**src/hw/rtl/bucket_queue_by_degree_macros.svh**
```systemverilog
// Assertion helpers for the bucket queue.
`ifndef BUCKET_QUEUE_BY_DEGREE_MACROS_SVH
`define BUCKET_QUEUE_BY_DEGREE_MACROS_SVH

// Same-cycle implication.
`define BQD_ASSERT_NOW(label, ante, cons, msg) \
  label: assert property (@(posedge clk) disable iff (!rst_n) (ante) |-> (cons)) \
    else $error(msg);

// Next-cycle implication.
`define BQD_ASSERT_NEXT(label, ante, cons, msg) \
  label: assert property (@(posedge clk) disable iff (!rst_n) (ante) |=> (cons)) \
    else $error(msg);

`endif

```
**src/hw/rtl/bqd_ram.sv**
```systemverilog
module bqd_ram #(
  parameter int WIDTH = 8,
  parameter int DEPTH = 64
) (
  input  logic                     clk,
  input  logic                     we,
  input  logic [$clog2(DEPTH)-1:0] waddr,
  input  logic [WIDTH-1:0]         wdata,
  input  logic [$clog2(DEPTH)-1:0] raddr,
  output logic [WIDTH-1:0]         rdata
);

  logic [WIDTH-1:0] mem [DEPTH];

  always_ff @(posedge clk) begin
    if (we) begin
      mem[waddr] <= wdata;
    end
    rdata <= mem[raddr];
  end

endmodule

```
**config.mk**
```make
export PLATFORM = sky130hd
export DESIGN_NAME = bqd_ram
export DESIGN_NICKNAME = d
export VERILOG_FILES = /design/src/hw/rtl/bucket_queue_by_degree_macros.svh /design/src/hw/rtl/bqd_ram.sv
export SDC_FILE = /design/constraint.sdc
export NUM_CORES = 1
export LEC_CHECK = 0
export ABC_AREA = 1
export BUFFER_PORTS_ARGS = -buffer_cell sky130_fd_sc_hd__buf_2
export CAP_MARGIN = 15
export CORE_MARGIN = 4
export CORE_UTILIZATION = 47
export DETAILED_ROUTE_END_ITERATION = 16
export GPL_TIMING_DRIVEN = 0
export HOLD_SLACK_MARGIN = 0.12
export PLACE_DENSITY = 0.64
export SETUP_SLACK_MARGIN = 0.15
export SYNTH_ARGS = -nofsm -noshare
export SYNTH_HDL_FRONTEND = slang
export SYNTH_SLANG_ARGS = --single-unit
```
**constraint.sdc**
```tcl
create_clock -name clk -period 1.75 [get_ports clk]
set_input_delay 0.0875 -clock clk [delete_from_list [all_inputs] [get_ports clk]]
set_output_delay 0.0875 -clock clk [all_outputs]
set_load 0.01 [all_outputs]
```
# ---- Word-level counts from Yosys, hierarchy flattened
# Memory sizes are Yosys's and may differ from the RTL's. A register that Yosys moved wholly into a read port is not among the register bits.
# Cells that the tools add are included.
dict set report totals {
  regBits 0
  mem_bits_rw 512
  input_bits 22
  word_cells 3
  mem_count 1
}
dict set report op_classes {
  muxes 2
}
# name words width rd rd_clocked_by_memory_dff write_ports line
set memory_table {}
lappend memory_table {mem 64 8 1 1 1 bqd_ram.sv:13} ;# logic [WIDTH-1:0] mem [DEPTH];
# cell count
set op_table {}
lappend op_table {{$mux W1} 2}

# ---- Longest topological paths before layout
# Gate-level depths: netlist of run 1.
dict set report logic_depth {
  depth_word 2
  mapped_depth 12
  depth_no_buf 9
}

# ---- Worst setup path after synthesis of run 1
# Ideal clock, no wire load.
dict set report synth_path {
  kind {input to register}
  from {input we}
  to {memory mem[48][0], enable pin}
  setup_ns 0.395
  arrival_ns 1.459
  required_ns 1.355
  slack_ns -0.104
  stages 3
  n_path_buf 1
  path_cell_list {clkbuf_1 -> nand4_1 -> nor4_1}
}
dict set report synth_via {
  elab_chain_len 2
}
# item line
set synth_rtl {}
lappend synth_rtl {{start: declaration} bqd_ram.sv:6} ;# input logic we,
lappend synth_rtl {{$mux W1} bqd_ram.sv:16} ;# if (we) begin
lappend synth_rtl {{$mux W1 (implied by the code)} bqd_ram.sv:17} ;# mem[waddr] <= wdata;
lappend synth_rtl {{end: declaration} bqd_ram.sv:13}
# Every way passes these cells.

# ---- Worst setup path after layout of run 1
dict set report layout_path {
  from {input waddr[3]}
  to {memory mem[32][1], enable pin}
}
# item line
set layout_rtl {}
lappend layout_rtl {{start: declaration} bqd_ram.sv:7} ;# input logic [$clog2(DEPTH)-1:0] waddr,
# No word-level cell before the write port.

==> results.py, run 1 <==
metrics = {
    "critical_path": {
        "crit_arrival_ns": 1.78,
        "rrSetupSlack_ns": 0.29,
        "critPathLaunch": "waddr[3]",
        "cp-end-kind": "flip-flop",
        "r2r_cells": 8,
        "r2r_end": "rdata[0]",
        "cp-start-kind": "primary input",
        "critical_path_class": "in2reg",
        "cp-endpoint": "mem[32][1]",
        "r2r_start": "mem[37][0]",
        "crit_fanout": 8,
        "required_ns": 1.96,
    },
    "synthesis": {
        "synth_top_area_share_pct": 72.0,
        "ys_seq_elements": 520,
        "synthCells": 1805,
        "synth-xor-area-share_pct": 0,
        "synthAdderAreaFrac_pct": 0,
        "syn_nets": 1827,
        "synth_compound_area_share_pct": 0,
        "yosys.area.top_type": "edfxtp_1",
        "syn_area_sq_um": 21300,
        "synth-seq-area-share_pct": 72.8,
        "synth_top_family_by_area": "simple AND/OR/NAND/NOR gates",
        "synth_mux_area_share_pct": 0,
        "synth_ff_type": "edfxtp_1",
        "yosys-top-cells-count": "648 x nand2_1, 512 x edfxtp_1, 439 x nand3_1, 56 x nor2_1, 37 x buf_2",
        "synth_most_common_cell": "nand2_1",
        "synth-simple-area-share_pct": 23.2,
        "ys_top_cells_by_area": "edfxtp_1 72%, nand2_1 11%, nand3_1 10%",
        "yosysWarnings": 0,
        "syn_avg_cell_area_sq_um": 11.8,
        "async_flop_share_pct": 0,
        "synth_cell_type_count": 16,
        "synth-edff-count": 512,
    },
    "pwr": {
        "total_leakage_power_uw": 0.00887,
        "peakVddDrop_mv": 0.947,
        "powerDensity_nw_per_um2": 1080,
        "switchingPower_uw": 6050,
        "p_clk_share_pct": 40.7,
        "p_seq_share_pct": 51.9,
        "p_comb_share_pct": 7.4,
        "swShare_pct": 22.7,
        "p_int_uw": 20600,
    },
    "cts": {
        "numCtsBuffers": 53,
        "clk_latency_ns": 0.59,
        "clk_pin_slew_ns": 0.06,
        "cts_tree": "done",
        "clock-sinks": 520,
        "clockRootBuffer": "clkbuf_16",
        "h-tree-depth": 2,
        "clock_path_buffers": 3,
    },
    "timing": {
        "whs_ns": 0.198,
        "relSlewSlack_pct": 41.2,
        "period_share_pct": 89.9,
        "hold_violations": 0,
        "rsz0062_at_grt": "yes",
        "fin_skew_ns": 0.0188,
        "finalSetupViolations": 0,
        "setup_slack_ns": 0.177,
        "fmax_mhz": 636,
        "worstMarginPinSlew_ns": 0.879,
        "period_needed_ns": 1.57,
        "drv_slew": 0,
    },
    "floorplan": {
        "pin_count": 30,
        "dieArea_sq_um": 48900,
        "dieWidth_microns": 221,
        "die_h_microns": 221,
        "start_util_pct": 47.9,
        "core_area_sq_um": 44500,
        "fp-row-count": 77,
    },
    "placed_design": {
        "dpl.hpwl_microns": 42900,
        "gp_congestion": 0.951,
        "dp_slack_ns": -0.912,
        "port_buffers": 21,
    },
    "layout": {
        "diodes": 0,
        "seq_area_sq_um": 15500,
        "syn_to_final_growth_pct": 15.0,
        "multi_input_area_sq_um": 5170,
        "drive_gt1_share_pct": 14.1,
        "nFillCells": 3769,
        "fin_nets": 1948,
    },
    "route": {
        "drtPass1Iterations": 5,
        "vias": 14600,
        "dr.first_iter.drc_count": 1912,
        "wl_per_cell_microns": 24.5,
        "ant_nets": 0,
        "drc_errors": 0,
        "wl_microns": 62600,
        "via_per_inst": 5.69,
    },
    "grt": {
        "grt_util_all_layers_pct": 25.3,
        "grt_overflow": 0,
        "grt_pass1_vias": 14000,
        "grt_max_degree": 47,
        "grt_first_pass_wirelength_microns": 92500,
        "grt_antenna_before_repair": 2,
    },
    "hold_path": {
        "hp-class": "in2reg",
    },
    "run": {
        "max_cap_viol_count": 0,
    },
    "status": {
        "status": "finished, final reports clean",
    },
}
[timing repair]
action / CTS / global route
pin swaps: 4 / 1
hold endpoints to repair: 177 / 0
gates resized for setup: 53 / 15
hold buffers: 10 / 0
setup endpoints to repair: 440 / 112
setup buffers: 13 / 6
gates cloned: 0 / 0
[per-layer routing]
| metal | vias up | GRT usage [%] | share of wire [%] |
|---|---|---|---|
| li1 | 6600 | - | - |
| met1 | 7069 | 36.5 | 41 |
| met2 | 769 | 40.0 | 46 |
| met3 | 120 | 4.28 | 9.3 |
| met4 | 2 | 7.73 | 3.3 |
| met5 | - | 0 | 0.011 |
[state kept, by name, indices dropped and copies added (netlist names)]
| name | count |
|---|---|
| mem | 512 |
| rdata | 8 |
[kinds of logic after synthesis]
kind of cell	Yosys count
buffers and inverters	125
flip-flops	520
AND/OR/NAND/NOR	1160
[per-stage QoR]
| stage | total power (uW) | util, % | cell area, sq um | TNS (ns) | std cells |
|---|---|---|---|---|---|
| 2_1_floorplan | 15100 | - | 21300 | -6.63 | 1805 |
| 3_3_place_gp | 15900 | 49.8 | 22200 | -292.95 | 2418 |
| 3_5_place_dp | 15900 | 50.4 | 22500 | -325.25 | 2434 |
| 4_1_cts | 26700 | 55.0 | 24500 | -2.98 | 2551 |
| 5_1_grt | 27400 | 55.1 | 24500 | 0 | 2557 |
| 6_report | 26600 | 55.1 | 24500 | 0 | 2557 |
[final cells by class]
type                       instances  share of cell area (%)
inverter                          12                   0.204
sequential                       520                    63.3
clock inverter                    25                   0.897
timing repair buffer              66                    2.42
buffer                           113                    3.31
multi-input combinational       1160                    21.1
tap                              592                    3.02
clock buffer                      69                    5.77
[power by group through the flow]
| stage | logic, uW | registers, uW | clock network, uW |
|---|---|---|---|
| after floorplan | 969 | 14100 | 0 |
| after global placement | 1800 | 14100 | 0 |
| after detailed placement | 1880 | 14100 | 0 |
| after CTS | 1930 | 13800 | 10900 |
| after global routing | 2110 | 13800 | 11500 |
| final | 1970 | 13800 | 10800 |
[critical path, cell delays in order]
cell and delay, ns:
buf_2 0.15, inv_1 0.17, nand3_1 0.56, nor2_1 0.81
[worst min path at each step]
stage                   from          to  cells after the start
detailed placement  rdata[4]    rdata[4]                      1
CTS                 waddr[2]  mem[50][1]                      2
global route        waddr[2]  mem[50][1]                      2
floorplan           wdata[0]   mem[0][0]                      0
finish              waddr[2]  mem[50][1]                      2
global placement    rdata[3]    rdata[3]                      1
[cells in the final DEF, fill, tap and decap left out, drive strengths merged]
cell type	count
buf	153
bufinv	4
clkbuf	85
clkinv	20
dfxtp	8
dlygate4sd3	10
edfxtp	512
inv	13
nand2	648
nand3	439
nand4	9
nor2	56
nor4	8
Note: power is estimated with default switching activity, not from simulation.
==> run 2: changes to the inputs <==
Settings changed: ABC_AREA 1 to default.
==> results.py, run 2 <==
metrics = {
    "route": {
        "drtPass1Iterations": 5,
        "ant_nets": 0,
        "via_per_inst": 6.22,
        "dr_wl_met3_microns": 4060,
        "wl_met1_microns": 20200,
        "wl_per_cell_microns": 30.1,
        "dr.first_iter.drc_count": 1107,
        "wl_microns": 48500,
        "dr.max_layer_used": "met5",
        "drc_errors": 0,
        "vias": 10000,
        "wl_met2_microns": 22900,
    },
    "floorplan": {
        "dieArea_sq_um": 46300,
        "dieWidth_microns": 215,
        "pin_count": 30,
        "fp-row-count": 75,
        "die_h_microns": 215,
        "core_area_sq_um": 42200,
        "start_util_pct": 47.8,
    },
    "pwr": {
        "peakVddDrop_mv": 0.979,
        "powerDensity_nw_per_um2": 1100,
        "p_seq_share_pct": 53.5,
        "total_leakage_power_uw": 0.00721,
        "p_clk_share_pct": 40.4,
        "p_int_uw": 20300,
        "swShare_pct": 21.4,
        "power.total_uw": 25800,
        "switchingPower_uw": 5520,
        "p_comb_share_pct": 6.1,
    },
    "critical_path": {
        "crit_buf_inv": 0,
        "crit_fanout": 1,
        "r2r_cells": 5,
        "required_ns": 2.18,
        "crit_family": "multiplexers",
        "crit_cells": 5,
        "crit_path_frequent_cell": "mux4_2",
        "crit_arrival_ns": 2.38,
        "critical_path_class": "reg2reg",
        "cp-end-kind": "flip-flop",
        "max_stage_delay_ns": 0.55,
        "rrSetupSlack_ns": -0.20,
        "cp-start-kind": "flip-flop",
        "cp_cell_sequence": "mux4_2 -> mux4_2 -> nor2_2 -> nor3_1 -> o2bb2ai_2",
        "crit_slowest_cell": "mux4_2",
    },
    "layout": {
        "mostFrequentLayoutCells": "512 x edfxtp_1, 126 x mux4_2, 53 x clkbuf_16, 33 x nor2_4, 30 x nor2_2",
        "largestRegisters": "mem x512, rdata x8",
        "diodes": 0,
        "syn_to_final_growth_pct": 16.2,
        "largest_register_ffs": 512,
        "fin_nets": 1056,
        "regMostFlops": "mem",
        "drive_gt1_share_pct": 34.2,
        "final_common_cell": "edfxtp_1",
    },
    "grt": {
        "grt_max_degree": 65,
        "grt_util_all_layers_pct": 20.8,
        "grt_first_pass_wirelength_microns": 70300,
        "grt_overflow": 0,
        "grt_pass1_vias": 10000,
        "grt_antenna_before_repair": 3,
    },
    "cts": {
        "clk_pin_slew_ns": 0.06,
        "clk_latency_ns": 0.59,
        "numCtsBuffers": 51,
        "clockRootBuffer": "clkbuf_16",
        "clock_path_buffers": 3,
        "clock-sinks": 520,
        "cts_tree": "done",
        "h-tree-depth": 2,
    },
    "run": {
        "max_cap_viol_count": 0,
    },
    "synthesis": {
        "synth_ff_type": "edfxtp_1",
        "syn_area_sq_um": 20200,
        "async_flop_share_pct": 0,
        "yosys-top-cells-count": "512 x edfxtp_1, 126 x mux4_2, 83 x nor2_1, 23 x mux2i_1, 19 x nand2_1",
        "synth_top_area_share_pct": 76.2,
        "ys_top_cells_by_area": "edfxtp_1 76%, mux4_2 14%, nor2_1 1.5%",
        "ys_seq_elements": 520,
        "synth-seq-area-share_pct": 77.0,
        "synthCells": 940,
        "syn_avg_cell_area_sq_um": 21.5,
        "syn_nets": 962,
        "yosys.area.top_type": "edfxtp_1",
        "synth_most_common_cell": "edfxtp_1",
        "synth-edff-count": 512,
        "synth_cell_type_count": 40,
        "yosysWarnings": 0,
    },
    "timing": {
        "period_needed_ns": 1.95,
        "whs_ns": 0.213,
        "setup_slack_ns": -0.202,
        "finalSetupViolations": 30,
        "relSlewSlack_pct": 32.5,
        "worstMarginPinSlew_ns": 1.01,
        "hold_violations": 0,
        "rsz0062_at_grt": "yes",
        "period_share_pct": 112,
        "fin_skew_ns": 0.0283,
        "drv_slew": 0,
        "fmax_mhz": 512,
    },
    "status": {
        "violations": "setup timing",
        "status": "finished, violations left",
    },
    "hold_path": {
        "hp-class": "in2reg",
        "hold_depth": 3,
    },
    "placed_design": {
        "dpl.hpwl_microns": 29700,
        "port_buffers": 21,
        "gp_congestion": 0.891,
    },
}
==> run 2: metrics by stage <==
step,instance area [sq um],util (%),instances,setup TNS [ns],setup slack (ns)
global route,23400,55.5,1610,-1.87,-0.225
finish,23400,55.5,1610,-1.42,-0.202
floorplan,20300,-,940,0,0.0998
global placement,21100,49.8,1500,-232.99,-1.04
detailed placement,21100,49.9,1500,-260.38,-1.05
CTS,23000,54.4,1591,-6.69,-0.208
==> run 2: logic make-up after synthesis <==
group	count (synthesis)	share of synthesized area (%)
AOI/OAI and AO/OA	54	2.07
buffers and inverters	51	1.57
DFF	520	77.0
muxes	162	15.9
and+or+nand+nor	153	3.39
==> run 2: worst reg2reg max path, stage by stage, from the launching register on <==
cell and delay, ns:
edfxtp_1 0.37, mux4_2 0.47, mux4_2 0.55, nor2_2 0.15, nor3_1 0.09, o2bb2ai_2 0.18
==> run 2: area by class of cell <==
| class | instances | area, sq um |
|---|---|---|
| multi-input combinational | 369 | 4900 |
| fill | 3153 | 18800 |
| sequential | 520 | 15500 |
| tap | 539 | 674 |
| timing repair buffer | 41 | 378 |
| clock buffer | 64 | 1370 |
| buffer | 51 | 397 |
| clock inverter | 26 | 188 |
==> run 2: path summary, 6_finish.rpt <==
kind | start | endpoint
min reg2reg | mem[30][6] | rdata[6]
max | mem[15][2] | rdata[2]
max reg2reg | mem[15][2] | rdata[2]
min | waddr[1] | mem[51][6]
==> run 2: power groups by stage <==
stage	registers, uW	logic, uW	clock network [uW]
finish	13800	1580	10400
global route	13800	1650	11100
CTS	13800	1470	10500
detailed placement	14100	1390	0
global placement	14100	1370	0
floorplan	14100	764	0
==> run 2: repair_timing <==
item / in CTS / in global routing
buffers inserted: 0 / 3
hold buffers: 1 / 8
pin swaps: 3 / 2
setup endpoints to repair: 352 / 350
resized for setup: 96 / 49
hold endpoints to repair: 3 / 123
==> run 2: routing by layer <==
metal	vias to the layer above	track usage [%]
met2	481	32.6
met1	5315	30.3
met5	-	0
met3	91	4.28
met4	4	5.69
li1	4129	-
==> run 3: changes to the inputs <==
Settings changed: TNS_END_PERCENT from default to 1.
==> results.py, run 3 (synthesized netlist as in run 2, its figures left out) <==
metrics = {
    "layout": {
        "regMostFlops": "mem",
        "fin_nets": 1057,
        "final_common_cell": "edfxtp_1",
        "largestRegisters": "mem x512, rdata x8",
        "largest_register_ffs": 512,
        "final_util_pct": 55.2,
        "syn_to_final_growth_pct": 15.6,
        "fin_cells": 1615,
        "mostFrequentLayoutCells": "512 x edfxtp_1, 126 x mux4_2, 53 x nor2_2, 53 x clkbuf_16, 32 x buf_2",
        "nFillCells": 3220,
        "drive_gt1_share_pct": 34.0,
    },
    "critical_path": {
        "crit_fanout": 1,
        "required_ns": 2.17,
        "cp-end-kind": "flip-flop",
        "critical_path_class": "reg2reg",
        "crit_arrival_ns": 2.39,
        "cp-start-kind": "flip-flop",
    },
    "timing": {
        "relSlewSlack_pct": 27.6,
        "hold_violations": 0,
        "finalSetupViolations": 97,
        "period_needed_ns": 1.97,
        "rsz0062_at_grt": "yes",
        "fin_skew_ns": 0.0144,
        "setup_tns_ns": -5.66,
        "fmax_mhz": 508,
        "drv_slew": 0,
        "setup_slack_ns": -0.220,
        "worstMarginPinSlew_ns": 1.09,
        "period_share_pct": 113,
    },
    "grt": {
        "grt_max_degree": 65,
        "grt_first_pass_wirelength_microns": 69600,
        "grt_util_all_layers_pct": 20.6,
        "grt_overflow": 0,
        "grt_antenna_before_repair": 2,
        "grt_pass1_vias": 10100,
    },
    "cts": {
        "cts_setup_buffers": 0,
        "clockRootBuffer": "clkbuf_16",
        "cts_tree": "done",
        "clock-sinks": 520,
        "clk_latency_ns": 0.58,
        "clk_pin_slew_ns": 0.06,
        "clock_path_buffers": 3,
        "numCtsBuffers": 52,
        "h-tree-depth": 2,
    },
    "route": {
        "ant_nets": 0,
        "vias": 9894,
        "wl_microns": 47700,
        "dr.first_iter.drc_count": 1209,
        "wl_per_cell_microns": 29.5,
        "drtPass1Iterations": 5,
        "via_per_inst": 6.13,
        "drc_errors": 0,
    },
    "floorplan": {
        "core_area_sq_um": 42200,
        "dieWidth_microns": 215,
        "die_h_microns": 215,
        "start_util_pct": 47.8,
        "fp-row-count": 75,
        "pin_count": 30,
        "dieArea_sq_um": 46300,
    },
    "pwr": {
        "total_leakage_power_uw": 0.00724,
        "peakVddDrop_mv": 0.980,
        "powerDensity_nw_per_um2": 1130,
    },
    "placed_design": {
        "dpl.hpwl_microns": 29600,
        "gp_congestion": 0.839,
        "dp.cells": 1502,
        "port_buffers": 21,
    },
    "status": {
        "status": "finished, violations left",
        "violations": "setup timing",
    },
    "hold_path": {
        "hp-class": "in2reg",
    },
    "run": {
        "max_cap_viol_count": 0,
    },
}
==> run 3: changes by cell type in the layout (fill, tap and decap cells not counted), moves of 5 or more <==
cell,previous run,this run
nor2_2,30,53
nor2_4,33,8
clkinv_1,17,6
clkbuf_8,0,5
clkbuf_1,21,27
==> run 3: through the flow <==
| stage | setup WS (ns) | hold slack (ns) | total power, uW | cell area [sq um] |
|---|---|---|---|---|
| after floorplan | 0.0998 | 0.186 | 14800 | 20200 |
| after global placement | -1.22 | 0.485 | 15400 | 21000 |
| after detailed placement | -1.18 | 0.482 | 15500 | 21000 |
| after CTS | -0.197 | 0.123 | 26400 | 23000 |
| after global routing | -0.247 | 0.126 | 27100 | 23300 |
| final | -0.220 | 0.132 | 26300 | 23300 |
==> run 3: cell type report <==
type / count / area [sq um] / share of cell area [%]
tap: 539 / 674 / 2.89
multi-input combinational: 369 / 4680 / 20.1
clock buffer: 75 / 1460 / 6.26
clock inverter: 19 / 213 / 0.912
sequential: 520 / 15500 / 66.6
timing repair buffer: 41 / 383 / 1.64
buffer: 51 / 365 / 1.57
antenna: 1 / 2.50 / 0.0107
==> run 3: where the power goes <==
group | switching [uW] | internal [uW] | total, uW
logic | 939 | 579 | 1520
clock network | 4480 | 6490 | 11000
registers | 22.1 | 13800 | 13800
==> run 3: worst max-delay path: stages, from the launching register on <==
cell and delay, ns:
edfxtp_1 0.35, mux4_2 0.49, nor2b_1 0.16, a2111oi_2 0.59
o41ai_2 0.23
==> run 3: worst paths after layout <==
check | cells past startpoint | start | to | slack (ns)
min reg2reg | 4 | mem[22][2] | rdata[2] | 0.93
max reg2reg | 4 | mem[3][5] | rdata[5] | -0.22
max | 4 | mem[3][5] | rdata[5] | -0.22
min | 1 | wdata[7] | mem[6][7] | 0.13
==> run 3: metal layers <==
metal	track usage, %	wire (microns)	vias to the layer above
met1	29.7	19500	5214
met5	0	21	-
met3	4.17	3830	102
li1	-	-	4127
met2	31.7	22700	447
met4	7.62	1650	4
==> run 3: repair_timing <==
item / 4_1_cts / 5_1_grt
gates cloned: 0 / 0
resized for setup: 74 / 31
pin swaps: 0 / 3
endpoints found under the hold margin: 7 / 121
endpoints found under the setup margin: 324 / 480
hold buffers: 3 / 7
