$ cat config.mk
export PLATFORM = sky130hd
export DESIGN_NAME = bqd_bounds
export DESIGN_NICKNAME = d
export VERILOG_FILES = /design/src/hw/rtl/bucket_queue_by_degree_macros.svh /design/src/hw/rtl/bqd_pkg.sv /design/src/hw/rtl/bqd_bounds.sv
export SDC_FILE = /design/constraint.sdc
export NUM_CORES = 1
export LEC_CHECK = 0
export BUFFER_PORTS_ARGS = -buffer_cell sky130_fd_sc_hd__buf_2
export CORE_MARGIN = 2
export CORE_UTILIZATION = 52
export DETAILED_ROUTE_END_ITERATION = 12
export PLACE_DENSITY = 0.86
export SLEW_MARGIN = 15
export SYNTH_ARGS = -nofsm -noshare
export SYNTH_HDL_FRONTEND = slang
export SYNTH_SLANG_ARGS = --single-unit
export TNS_END_PERCENT = 50
$ cat constraint.sdc
create_clock -name vclk -period 3.4
set_clock_uncertainty 0.15 [all_clocks]
set_input_delay 0.68 -clock vclk [all_inputs]
set_output_delay 0.68 -clock vclk [all_outputs]
set_load 0.01 [all_outputs]
$ cat src/hw/rtl/bucket_queue_by_degree_macros.svh
// Assertion helpers for the bucket queue.
`ifndef BUCKET_QUEUE_BY_DEGREE_MACROS_SVH
`define BUCKET_QUEUE_BY_DEGREE_MACROS_SVH

// Same-cycle implication.
`define BQD_ASSERT_NOW(label, ante, cons, msg) \
  label: assert property (@(posedge clk) disable iff (!rst_n) (ante) |-> (cons)) \
    else $error(msg);

// Next-cycle implication.
`define BQD_ASSERT_NEXT(label, ante, cons, msg) \
  label: assert property (@(posedge clk) disable iff (!rst_n) (ante) |=> (cons)) \
    else $error(msg);

`endif

$ cat src/hw/rtl/bqd_pkg.sv
package bqd_pkg;

  typedef enum logic [2:0] {
    OP_INSERT = 3'd0,
    OP_REMOVE = 3'd1,
    OP_MOVE   = 3'd2,
    OP_READ   = 3'd3,
    OP_CLEAR  = 3'd4
  } op_t;

  typedef enum logic [2:0] {
    ST_OK        = 3'd0,
    ST_DEG_LARGE = 3'd1,
    ST_DUPLICATE = 3'd2,
    ST_ABSENT    = 3'd3,
    ST_INDEX     = 3'd4
  } status_t;

  typedef enum logic [2:0] {
    S_IDLE,
    S_DEC,
    S_RD,
    S_RM1,
    S_RM2,
    S_INS,
    S_OUT
  } state_t;

  localparam logic [6:0] MARK_NONE = 7'h7f;

  typedef struct packed {
    logic [6:0] low;
    logic [6:0] high;
  } marks_t;

endpackage

$ cat src/hw/rtl/bqd_bounds.sv
module bqd_bounds #(
  parameter int NUM_BUCKETS = 64
) (
  input  logic [NUM_BUCKETS-1:0] nonempty,
  output bqd_pkg::marks_t        marks
);

  logic [6:0] lo;
  logic [6:0] hi;
  logic       found;

  always_comb begin
    lo    = bqd_pkg::MARK_NONE;
    hi    = bqd_pkg::MARK_NONE;
    found = 1'b0;
    for (int i = 0; i < NUM_BUCKETS; i++) begin
      if (nonempty[i]) begin
        if (!found) begin
          lo = 7'(i);
        end
        found = 1'b1;
        hi    = 7'(i);
      end
    end
  end

  assign marks.low  = lo;
  assign marks.high = hi;

endmodule
**Word level (Yosys, flattened, before mapping)**

Index checks and enable logic that the tools add are counted.
W data, S select, Z words.

- Mux-type cells: 253

Operators by type and width:

| kind | count |
|---|---|
| $mux W7 | 190 |
| $mux W1 | 63 |

- Input bits: 64
- Register bits: 0

**Logic depth before layout (Yosys ltp)**

Gate-level depths: netlist (run 1).

- Depth after elaboration: 127
- Gate-level depth with buffers: 10

**Worst setup path after synthesis (run 1)**

OpenSTA, ideal clock, no wires.

- Kind: input to output
- Start: in nonempty[22]
- End: out marks[10] in the netlist's numbering
- Cell stages on the path: 7
- Path slack: 0.083 ns
- Arrival: 2.487 ns
- Buffers on the path: 1
- Cells stage by stage: clkbuf_1 > nor4_2 > nand2_1 > nor4_1 > and2_1 > a31oi_1 > a2111oi_1

RTL lines:

| element | RTL line | source |
|---|---|---|
| start, declared | bqd_bounds.sv:4 | `input logic [NUM_BUCKETS-1:0] nonempty,` |
| end, declared | bqd_bounds.sv:5 | `output bqd_pkg::marks_t marks` |

==> results of run 1 <==
==> through the flow <==
stage          total power (µW)  instance area [µm²]  setup slack (ns)
6_report                    265                 2980           -0.0718
2_1_floorplan              92.4                 1860            0.0831
3_3_place_gp                216                 2710           -0.0505
5_1_grt                     279                 2980            -0.321
4_1_cts                     229                 2790          0.000777
3_5_place_dp                222                 2710           -0.0618
==> layer usage <==
layer	GRT usage [%]	wire length, µm	vias to the layer above
met3	7.39	1470	126
met2	64.1	4280	438
li1	-	-	1516
met4	12.8	864	0
met5	0	0	-
met1	49.2	3540	1581
==> timing repair <==
item | CTS | global route
endpoints found under the hold margin | 0 | 0
setup buffers | 2 | 3
resized for setup | 15 | 37
cloned | 0 | 0
pin swaps | 7 | 11
endpoints found under the setup margin | 5 | 6
==> cell usage after synthesis (4+ instances only) <==
master,n,area share [%]
sky130_fd_sc_hd__clkbuf_1,6,1.2
sky130_fd_sc_hd__o211ai_1,4,1.6
sky130_fd_sc_hd__a21oi_1,37,9.9
sky130_fd_sc_hd__o21bai_1,6,2.4
sky130_fd_sc_hd__or3_1,4,1.3
sky130_fd_sc_hd__a31oi_1,4,1.3
sky130_fd_sc_hd__nand3_1,9,2.4
sky130_fd_sc_hd__and3_1,5,1.7
sky130_fd_sc_hd__nor2_1,47,9.5
sky130_fd_sc_hd__or4_1,4,1.6
sky130_fd_sc_hd__o21ai_0,23,6.2
sky130_fd_sc_hd__o2111ai_1,4,1.9
sky130_fd_sc_hd__nor2b_1,7,2.3
sky130_fd_sc_hd__nand2_1,26,5.2
sky130_fd_sc_hd__o31ai_1,6,2.4
sky130_fd_sc_hd__nor3_1,23,6.2
sky130_fd_sc_hd__nor4_2,7,4.7
sky130_fd_sc_hd__nand4_1,6,2.0
sky130_fd_sc_hd__inv_1,20,4.0
sky130_fd_sc_hd__nor4_1,8,2.7
sky130_fd_sc_hd__a211oi_1,4,1.6
==> how the worst max path moves through the flow <==
stage	slack [ns]	to	start	cells past startpoint
6_report	-0.07	marks[2]	nonempty[7]	11
5_1_grt	-0.32	marks[8]	nonempty[5]	10
4_1_cts	0.0008	marks[2]	nonempty[7]	11
3_5_place_dp	-0.06	marks[8]	nonempty[1]	11
3_3_place_gp	-0.05	marks[8]	nonempty[7]	11
2_1_floorplan	0.08	marks[10]	nonempty[22]	7
==> cell families (layout without fill, tap and decap cells) <==
kind of cell / count (synthesis) / count (layout) / synth area share [%]
and+or+nand+nor: 160 / 160 / 46.5
buffers and inverters: 31 / 164 / 7.31
AOI/OAI and AO/OA: 127 / 127 / 45.6
muxes: 1 / 1 / 0.537
==> critical path, cell delays in order <==
cell,delay [ns]
sky130_fd_sc_hd__buf_2,0.11
sky130_fd_sc_hd__buf_4,0.13
sky130_fd_sc_hd__or4_4,0.57
sky130_fd_sc_hd__buf_6,0.15
sky130_fd_sc_hd__o21ai_2,0.11
sky130_fd_sc_hd__a21o_1,0.16
sky130_fd_sc_hd__a21o_1,0.15
sky130_fd_sc_hd__a21bo_2,0.13
sky130_fd_sc_hd__a21oi_1,0.10
sky130_fd_sc_hd__o21a_1,0.20
sky130_fd_sc_hd__buf_2,0.14
==> final cells by class <==
cell class	instances	area, µm²
multi-input combinational	288	1920
tap	46	57.6
timing repair buffer	143	916
fill	184	412
inverter	21	83.8
==> report_power, final <==
group | switching (µW) | total [µW] | internal, µW
Combinational | 160 | 265 | 105
Sequential | 0 | 0 | 0
Clock | 0 | 0 | 0
Total | 160 | 265 | 105
==> flow_summary.json, run 1 <==
{
  "grt_util_all_layers_pct": 38.4,
  "worstPathArrival_ns": 2.64,
  "slew-limit-headroom_pct": 58.0,
  "finalWirelength_mm": 10.1,
  "maximum_number_of_pins_on_one_net_before_global_route_repair": 13,
  "mostFrequentLayoutCell": "sky130_fd_sc_hd__buf_2",
  "power-per-cell-area_nw_per_um2": 89.1,
  "dieArea_um2": 4080,
  "routed-via-count": 3661,
  "area.sequential_um2": 0,
  "synth-seq-area-share_pct": 0,
  "unrepaired_setup_endpoints_after_global_routing": "yes",
  "first_iter_violations": 630,
  "start_util_pct": 55.0,
  "layout.clock_buffers": 0,
  "number_of_hold_slack_violations_in_the_final_timing_report": 0,
  "postCtsHoldBufs": 0,
  "worst_pin_slew_ns": 0.624,
  "fraction_of_final_layout_cells_with_drive_strength_greater_than_1_pct": 40.9,
  "warning_count_from_the_yosys_run": 0,
  "critPathKind": "primary input to output port",
  "first_global_vias": 2910,
  "finalWorstSetupSlack_ns": -0.0718,
  "core-area_um2": 3390,
  "gp_congestion": 0.963,
  "numSequentialCells": 0,
  "numPortBuffers": 78,
  "num-nets-final": 518,
  "hold_depth": 4,
  "dpl.cell_count": 493,
  "drcViolationCount": 0,
  "timing.hold.ws_ns": 1.60,
  "yosys.cell_types.count": 62,
  "run_status": "finished with violations",
  "synthesis.nets": 383,
  "maximum_fanout_along_the_worst_path": 3,
  "violations_in_the_final_reports": "negative setup slack",
  "die_height_um": 63.9,
  "worstPathRequired_ns": 2.57,
  "stdcell_count": 498,
  "vdd_ir_max_v": 0.0000686,
  "post_synth.cell_area_avg_um2": 5.84,
  "flow.area_growth_from_synthesis_pct": 59.7,
  "critical_path.endpoint_type": "output port",
  "achievable-frequency_mhz": 288,
  "fin_crit_sh_pct": 102,
  "mostFrequentLayoutCells": "75 x sky130_fd_sc_hd__buf_2, 60 x sky130_fd_sc_hd__buf_4, 43 x sky130_fd_sc_hd__nor2_1",
  "setup_tns_ns": -0.211,
  "dp.final_hpwl_mm": 6.01,
  "holdPathEnd": "marks[0]",
  "fin_util_pct": 87.9,
  "route.antenna.remaining_nets": 0,
  "design.portCount": 78,
  "post_drt_wl_per_cell_um": 20.4,
  "critical_path.startpoint_type": "primary input",
  "leakagePower_uw": 0.00127,
  "dieWidth_um": 63.9,
  "post_drt_via_cell_ratio": 7.35,
  "synthesis.instances": 319,
  "timing.hold.worst.class": "primary input to output port",
  "globalRouteOverflowTotal": 0,
  "antenna_violations_before_repair": 0,
  "wire_length_of_the_first_global_routing_pass_mm": 13.0,
  "n_antenna_cell": 0,
  "first_pass_iters": 7,
  "maximum_capacitance_violations": 0,
  "final-setup-viol-count": 5,
  "report.final.slew_viol_count": 0,
  "post_synth_instance_area_um2": 1860,
  "core.rowCount": 21,
  "final.min_clock_period_ns": 3.47,
  "holdCritStartpoint": "nonempty[63]"
}
Note: power is estimated with default switching activity, not from simulation.
==> run 2: changes to the inputs <==
Settings changed: ABC_AREA set to 1, CORE_UTILIZATION 52 to 50, PLACE_DENSITY 0.86 to 0.85.
==> run 2 against run 1 <==
Compared with the run above:
- the flow now stops in global routing
- synthesized area fell by 11%
- synthesized cell count is 15% higher
==> flow_summary.json, run 2 <==
{
  "yosys.cell_count.top_type": "sky130_fd_sc_hd__nand2_1",
  "synthesis.nets": 431,
  "core.rowCount": 20,
  "run_status": "aborted with a tool error",
  "synthTopCellsByCount": "114 x sky130_fd_sc_hd__nand2_1, 79 x sky130_fd_sc_hd__inv_1, 60 x sky130_fd_sc_hd__nor2_1",
  "grt_worst_setup_endpoint": "marks[0]",
  "post_synth.cell_area_avg_um2": 4.52,
  "synth-seq-area-share_pct": 0,
  "die_height_um": 61.6,
  "synth_top_cells_by_area": "sky130_fd_sc_hd__nand2_1 26%, sky130_fd_sc_hd__inv_1 18%, sky130_fd_sc_hd__nor2_1 14%",
  "dp.final_hpwl_mm": 5.59,
  "worst-endpoint-pin-kind": "primary output",
  "warning_count_from_the_yosys_run": 0,
  "first-error": "[ERROR DPL-0038] Utilization greater than 100%, impossible to legalize",
  "synthesis.instances": 367,
  "numPortBuffers": 78,
  "pre_cts_slack_ns": -1.32,
  "start_util_pct": 53.5,
  "gp_congestion": 0.951,
  "design.portCount": 78,
  "yosys.cell_types.count": 33,
  "yosysTopAreaCell": "sky130_fd_sc_hd__nand2_1",
  "haltStage": "global routing",
  "post_synth_instance_area_um2": 1660,
  "maximum_number_of_pins_on_one_net_before_global_route_repair": 7,
  "dieWidth_um": 61.6,
  "synth_top_area_share_pct": 25.8,
  "dpl_cell_area_um2": 2760
}
-- run 2: cell count changes after synthesis, moves of 9 or more --
cell                      before  now
sky130_fd_sc_hd__nand2_1      26  114
sky130_fd_sc_hd__inv_1        20   79
sky130_fd_sc_hd__a21oi_1      37   14
sky130_fd_sc_hd__nor3_1       23    9
sky130_fd_sc_hd__nor2_1       47   60
sky130_fd_sc_hd__o21ai_0      23   10
sky130_fd_sc_hd__inv_2         1   10
-- run 2: through the flow --
stage	instances	TNS (ns)	hold slack, ns
CTS	572	-7.16	1.51
detailed placement	566	-7.65	1.51
global placement	566	-6.52	1.50
floorplan	367	-3.18	1.23
-- run 2: what timing repair did --
| item | CTS |
|---|---|
| buffers inserted | 6 |
| hold buffers | 0 |
| resized for setup | 17 |
| pin swaps | 2 |
| cloned | 0 |
| endpoints found under the setup margin | 9 |
-- run 2: cells by family after synthesis --
kind of cell | after synthesis | share of synthesized area, %
AOI/OAI and AO/OA | 53 | 20.7
buffers and inverters | 90 | 20.6
and+or+nand+nor | 224 | 58.7
==> run 3: changes to the inputs <==
Settings changed: CORE_UTILIZATION 50 to 40, PLACE_DENSITY 0.85 to unset, PLACE_DENSITY_LB_ADDON set to 0.15.
==> run 3 against run 2 <==
Compared with the run above:
- synthesized cell count stayed put
- the flow now finishes, with violations (negative setup slack)
- synthesized area stayed put
==> flow_summary.json, run 3 <==
{
  "run_status": "finished with violations",
  "violations_in_the_final_reports": "negative setup slack",
  "synth_top_family_by_area": "simple AND/OR/NAND/NOR gates",
  "numSequentialCells": 0,
  "post_synth_fa_ha_maj_area_fraction_pct": 0,
  "area.sequential_um2": 0,
  "dpl_cell_area_um2": 2790,
  "fin_crit_sh_pct": 135,
  "synth-seq-area-share_pct": 0,
  "post_drt_wl_per_cell_um": 9.70,
  "report.final.slew_viol_count": 0,
  "start_util_pct": 41.5,
  "finalWorstSetupSlack_ns": -1.17,
  "number_of_hold_slack_violations_in_the_final_timing_report": 0,
  "worst_pin_slew_ns": 0.426,
  "synthTopCellsByCount": "114 x sky130_fd_sc_hd__nand2_1, 79 x sky130_fd_sc_hd__inv_1, 60 x sky130_fd_sc_hd__nor2_1",
  "maximum_number_of_pins_on_one_net_before_global_route_repair": 7,
  "slowest_stage_cell_on_the_critical_path": "sky130_fd_sc_hd__buf_6",
  "timing.critical_path.mode_cell": "sky130_fd_sc_hd__nand2_1",
  "num-nets-final": 591,
  "mostFrequentLayoutCell": "sky130_fd_sc_hd__nand2_1",
  "postLayoutCellArea_um2": 2870,
  "stdcell_count": 575,
  "dieWidth_um": 68.4,
  "yosysTopAreaCell": "sky130_fd_sc_hd__nand2_1",
  "drcViolationCount": 0,
  "final-setup-viol-count": 9,
  "achievable-frequency_mhz": 219,
  "synthSimpleGateAreaFrac_pct": 58.7,
  "post_synth_xor_area_fraction_pct": 0,
  "finalWirelength_mm": 5.58,
  "fin_util_pct": 71.7,
  "flow.area_growth_from_synthesis_pct": 72.9,
  "timing.hold.worst.class": "primary input to output port",
  "nFillCells": 402,
  "yosys.cell_types.count": 33,
  "die_height_um": 68.4,
  "core.rowCount": 23,
  "layout.clock_buffers": 0,
  "timing.hold.ws_ns": 1.52,
  "warning_count_from_the_yosys_run": 0,
  "gp_congestion": 0.896,
  "hold_depth": 3,
  "synth_mux_area_share_pct": 0,
  "maximum_fanout_along_the_worst_path": 2,
  "final.min_clock_period_ns": 4.57,
  "maximum_capacitance_violations": 0,
  "dpl.cell_count": 575,
  "yosys.cell_count.top_type": "sky130_fd_sc_hd__nand2_1",
  "antenna_violations_before_repair": 0,
  "slew-limit-headroom_pct": 71.3,
  "first_global_vias": 2392,
  "mostFrequentLayoutCells": "111 x sky130_fd_sc_hd__nand2_1, 78 x sky130_fd_sc_hd__inv_1, 78 x sky130_fd_sc_hd__buf_4",
  "post_synth.cell_area_avg_um2": 4.52,
  "dieArea_um2": 4680,
  "first_pass_iters": 4,
  "wire_length_of_the_first_global_routing_pass_mm": 9.13,
  "unrepaired_setup_endpoints_after_global_routing": "yes",
  "worstPathRequired_ns": 2.57,
  "numPortBuffers": 78,
  "critical_path.startpoint_type": "primary input",
  "synthesis.instances": 367,
  "post_drt_via_cell_ratio": 4.75,
  "vdd_ir_max_v": 0.0000512,
  "postCtsHoldBufs": 0,
  "worstPathArrival_ns": 3.74,
  "synthesis.nets": 431,
  "grtUsageMet3_pct": 2.14,
  "critical_path.endpoint_type": "output port",
  "critPathKind": "primary input to output port",
  "synth_compound_gate_area_share_pct": 20.7,
  "post_synth_instance_area_um2": 1660,
  "grt_use_met1_pct": 29.0,
  "grt_util_all_layers_pct": 23.9,
  "routed-via-count": 2732,
  "grt.busiest_layer": "met2",
  "design.portCount": 78,
  "leakagePower_uw": 0.00164,
  "first_iter_violations": 95,
  "dp.final_hpwl_mm": 4.87,
  "synth_top_area_share_pct": 25.8,
  "core-area_um2": 4000,
  "globalRouteMet2Util_pct": 47.0,
  "n_antenna_cell": 0,
  "power-per-cell-area_nw_per_um2": 77.6,
  "route.antenna.remaining_nets": 0,
  "critical-path-max-stage-delay_ns": 0.11,
  "synth_top_cells_by_area": "sky130_fd_sc_hd__nand2_1 26%, sky130_fd_sc_hd__inv_1 18%, sky130_fd_sc_hd__nor2_1 14%",
  "globalRouteOverflowTotal": 0,
  "fraction_of_final_layout_cells_with_drive_strength_greater_than_1_pct": 38.1
}
-- run 3: per-stage QoR --
stage / worst slack (ns) / power, µW / TNS [ns]
after floorplan: -0.649 / 86.7 / -3.18
after global placement: -1.15 / 209 / -6.70
after detailed placement: -1.20 / 214 / -7.09
after CTS: -1.18 / 221 / -6.87
after global routing: -1.78 / 250 / -9.30
final: -1.17 / 223 / -6.74
-- run 3: critical path: cells and delay by family --
family                 cells  cell delay (ns)
AND/OR/NAND/NOR           59             2.83
buffers and inverters      3             0.26
-- run 3: where the power goes --
group | total [µW] | switching [µW] | internal, µW
registers | 0 | 0 | 0
clock network | 0 | 0 | 0
logic | 223 | 112 | 110
-- run 3: cell type report --
class	count	area, µm²	area share (%)
inverters	89	339	11.8
multi-input cells	277	1430	49.7
repair buffers	159	1040	36.3
well taps	50	62.6	2.18
-- run 3: per-layer routing --
metal / up-vias / wire [µm]
met5: - / 0
met4: 0 / 25
met3: 4 / 253
met2: 59 / 2840
met1: 1187 / 2460
li1: 1482 / -
-- run 3: worst paths after layout --
kind | from | end | slack, ns
max | nonempty[1] | marks[0] | -1.17
min | nonempty[63] | marks[6] | 1.52
-- run 3: cell families (layout without fill, tap and decap cells) --
| logic type | after synthesis | after routing |
|---|---|---|
| AND/OR/NAND/NOR | 224 | 224 |
| buffers and inverters | 90 | 248 |
| AO/OA/AOI/OAI | 53 | 53 |
-- run 3: what timing repair did --
item | in CTS | in global routing
pin swaps | 13 | 12
cloned | 0 | 0
setup buffers | 1 | 1
gates resized for setup | 15 | 8
endpoints found under the setup margin | 9 | 9
==> run 4: changes to the inputs <==
Settings changed: SETUP_SLACK_MARGIN set to 0.2.
==> run 4 against run 3 <==
Compared with the run above:
- the flow still finishes with violations (negative setup slack)
- non-clock buffer count increased by 3
- highest routed layer unchanged
- worst setup slack got worse by 0.21 ns
- wire length increased by 2.2%
- largest cell class unchanged
- maximum frequency decreased by 4.4%
- critical path depth decreased by 34
- sequential share of layout area unchanged
- total power increased by 1.2%
- global-route usage increased by 0.24 points
- hold slack improved by 0.0023 ns
- utilization increased by 1.9 points
==> flow_summary.json, run 4 (same netlist as run 3, synthesis figures left out) <==
{
  "flow.area_growth_from_synthesis_pct": 77.6,
  "report.final.slew_viol_count": 0,
  "timing.hold.worst.class": "primary input to output port",
  "dpl.cell_count": 575,
  "gp_congestion": 0.896,
  "critical-path-max-stage-delay_ns": 0.38,
  "slowest_stage_cell_on_the_critical_path": "sky130_fd_sc_hd__nor4_1",
  "worst_pin_slew_ns": 0.519,
  "critPathKind": "primary input to output port",
  "number_of_hold_slack_violations_in_the_final_timing_report": 0,
  "grt_use_met1_pct": 29.2,
  "first_global_vias": 2405,
  "grt.busiest_layer": "met2",
  "power-per-cell-area_nw_per_um2": 76.5,
  "area.sequential_um2": 0,
  "finalWirelength_mm": 5.70,
  "mostFrequentLayoutCells": "110 x sky130_fd_sc_hd__nand2_1, 78 x sky130_fd_sc_hd__inv_1, 77 x sky130_fd_sc_hd__buf_4",
  "critical_path.endpoint_type": "output port",
  "final-setup-viol-count": 9,
  "vdd_ir_max_v": 0.0000512,
  "globalRouteOverflowTotal": 0,
  "achievable-frequency_mhz": 209,
  "numPortBuffers": 78,
  "die_height_um": 68.4,
  "post_drt_wl_per_cell_um": 9.86,
  "crit_path_start": "nonempty[1]",
  "maximum_number_of_pins_on_one_net_before_global_route_repair": 7,
  "unrepaired_setup_endpoints_after_global_routing": "yes",
  "fin_crit_sh_pct": 141,
  "core.rowCount": 23,
  "holdCritStartpoint": "nonempty[63]",
  "maximum_fanout_along_the_worst_path": 3,
  "hold_depth": 3,
  "num-nets-final": 594,
  "worstPathRequired_ns": 2.57,
  "dieWidth_um": 68.4,
  "postCtsHoldBufs": 0,
  "start_util_pct": 41.5,
  "first_pass_iters": 4,
  "design.portCount": 78,
  "mostFrequentLayoutCell": "sky130_fd_sc_hd__nand2_1",
  "routed-via-count": 2755,
  "critical_path.startpoint_type": "primary input",
  "numSequentialCells": 0,
  "core-area_um2": 4000,
  "slew-limit-headroom_pct": 65.1,
  "dieArea_um2": 4680,
  "post_drt_via_cell_ratio": 4.77,
  "worstPathArrival_ns": 3.96,
  "stdcell_count": 578,
  "maximum_capacitance_violations": 0,
  "grtUsageMet3_pct": 2.14,
  "dp.final_hpwl_mm": 4.87,
  "first_iter_violations": 91,
  "layout.clock_buffers": 0,
  "violations_in_the_final_reports": "negative setup slack",
  "nFillCells": 386,
  "antenna_violations_before_repair": 0,
  "fraction_of_final_layout_cells_with_drive_strength_greater_than_1_pct": 38.6,
  "wire_length_of_the_first_global_routing_pass_mm": 9.21,
  "fin_util_pct": 73.7,
  "final.min_clock_period_ns": 4.79,
  "globalRouteMet2Util_pct": 47.6,
  "drcViolationCount": 0,
  "finalWorstSetupSlack_ns": -1.39,
  "n_antenna_cell": 0,
  "run_status": "finished with violations",
  "grt_util_all_layers_pct": 24.1,
  "route.antenna.remaining_nets": 0,
  "leakagePower_uw": 0.00167
}
-- run 4: report_power, final --
group	switching (µW)	internal [µW]	total, µW
Sequential	0	0	0
Combinational	113	112	225
Clock	0	0	0
Total	113	112	225
-- run 4: final timing paths --
kind / to / slack [ns]
min: marks[13] / 1.52
max: marks[8] / -1.39
-- run 4: area by class of cell --
cell class                 count  area, µm²  area share, %
inverter                      89        339           11.5
timing repair buffer         162       1100           37.5
multi-input combinational    277       1440           48.9
tap                           50       62.6           2.12
-- run 4: layer usage --
layer	part of all wire, %	wire length, µm
met1	44	2500
met2	51	2920
met3	4.4	250
met4	0.42	24
met5	0	0
-- run 4: worst max-delay path, delay by kind of cell --
family          cells  cell delay [ns]
compound gates      9             1.37
buf+inv             8             0.70
simple gates       11             1.22
-- run 4: timing repair --
action / 4_1_cts / 5_1_grt
pin swaps: 12 / 18
buffers inserted: 1 / 2
gates resized for setup: 16 / 17
endpoints found under the setup margin: 9 / 12
-- run 4: per-stage QoR --
step                      cell area, µm²  hold WS (ns)  setup slack, ns  total power (µW)  TNS [ns]
after detailed placement            2790          1.51            -1.20               214     -7.09
final                               2950          1.52            -1.39               225     -7.78
after floorplan                     1730          1.23           -0.649              86.7     -3.18
after global placement              2790          1.50            -1.15               209     -6.70
after CTS                           2850          1.51            -1.18               221     -6.97
after global routing                2950          1.53            -1.78               253    -10.26
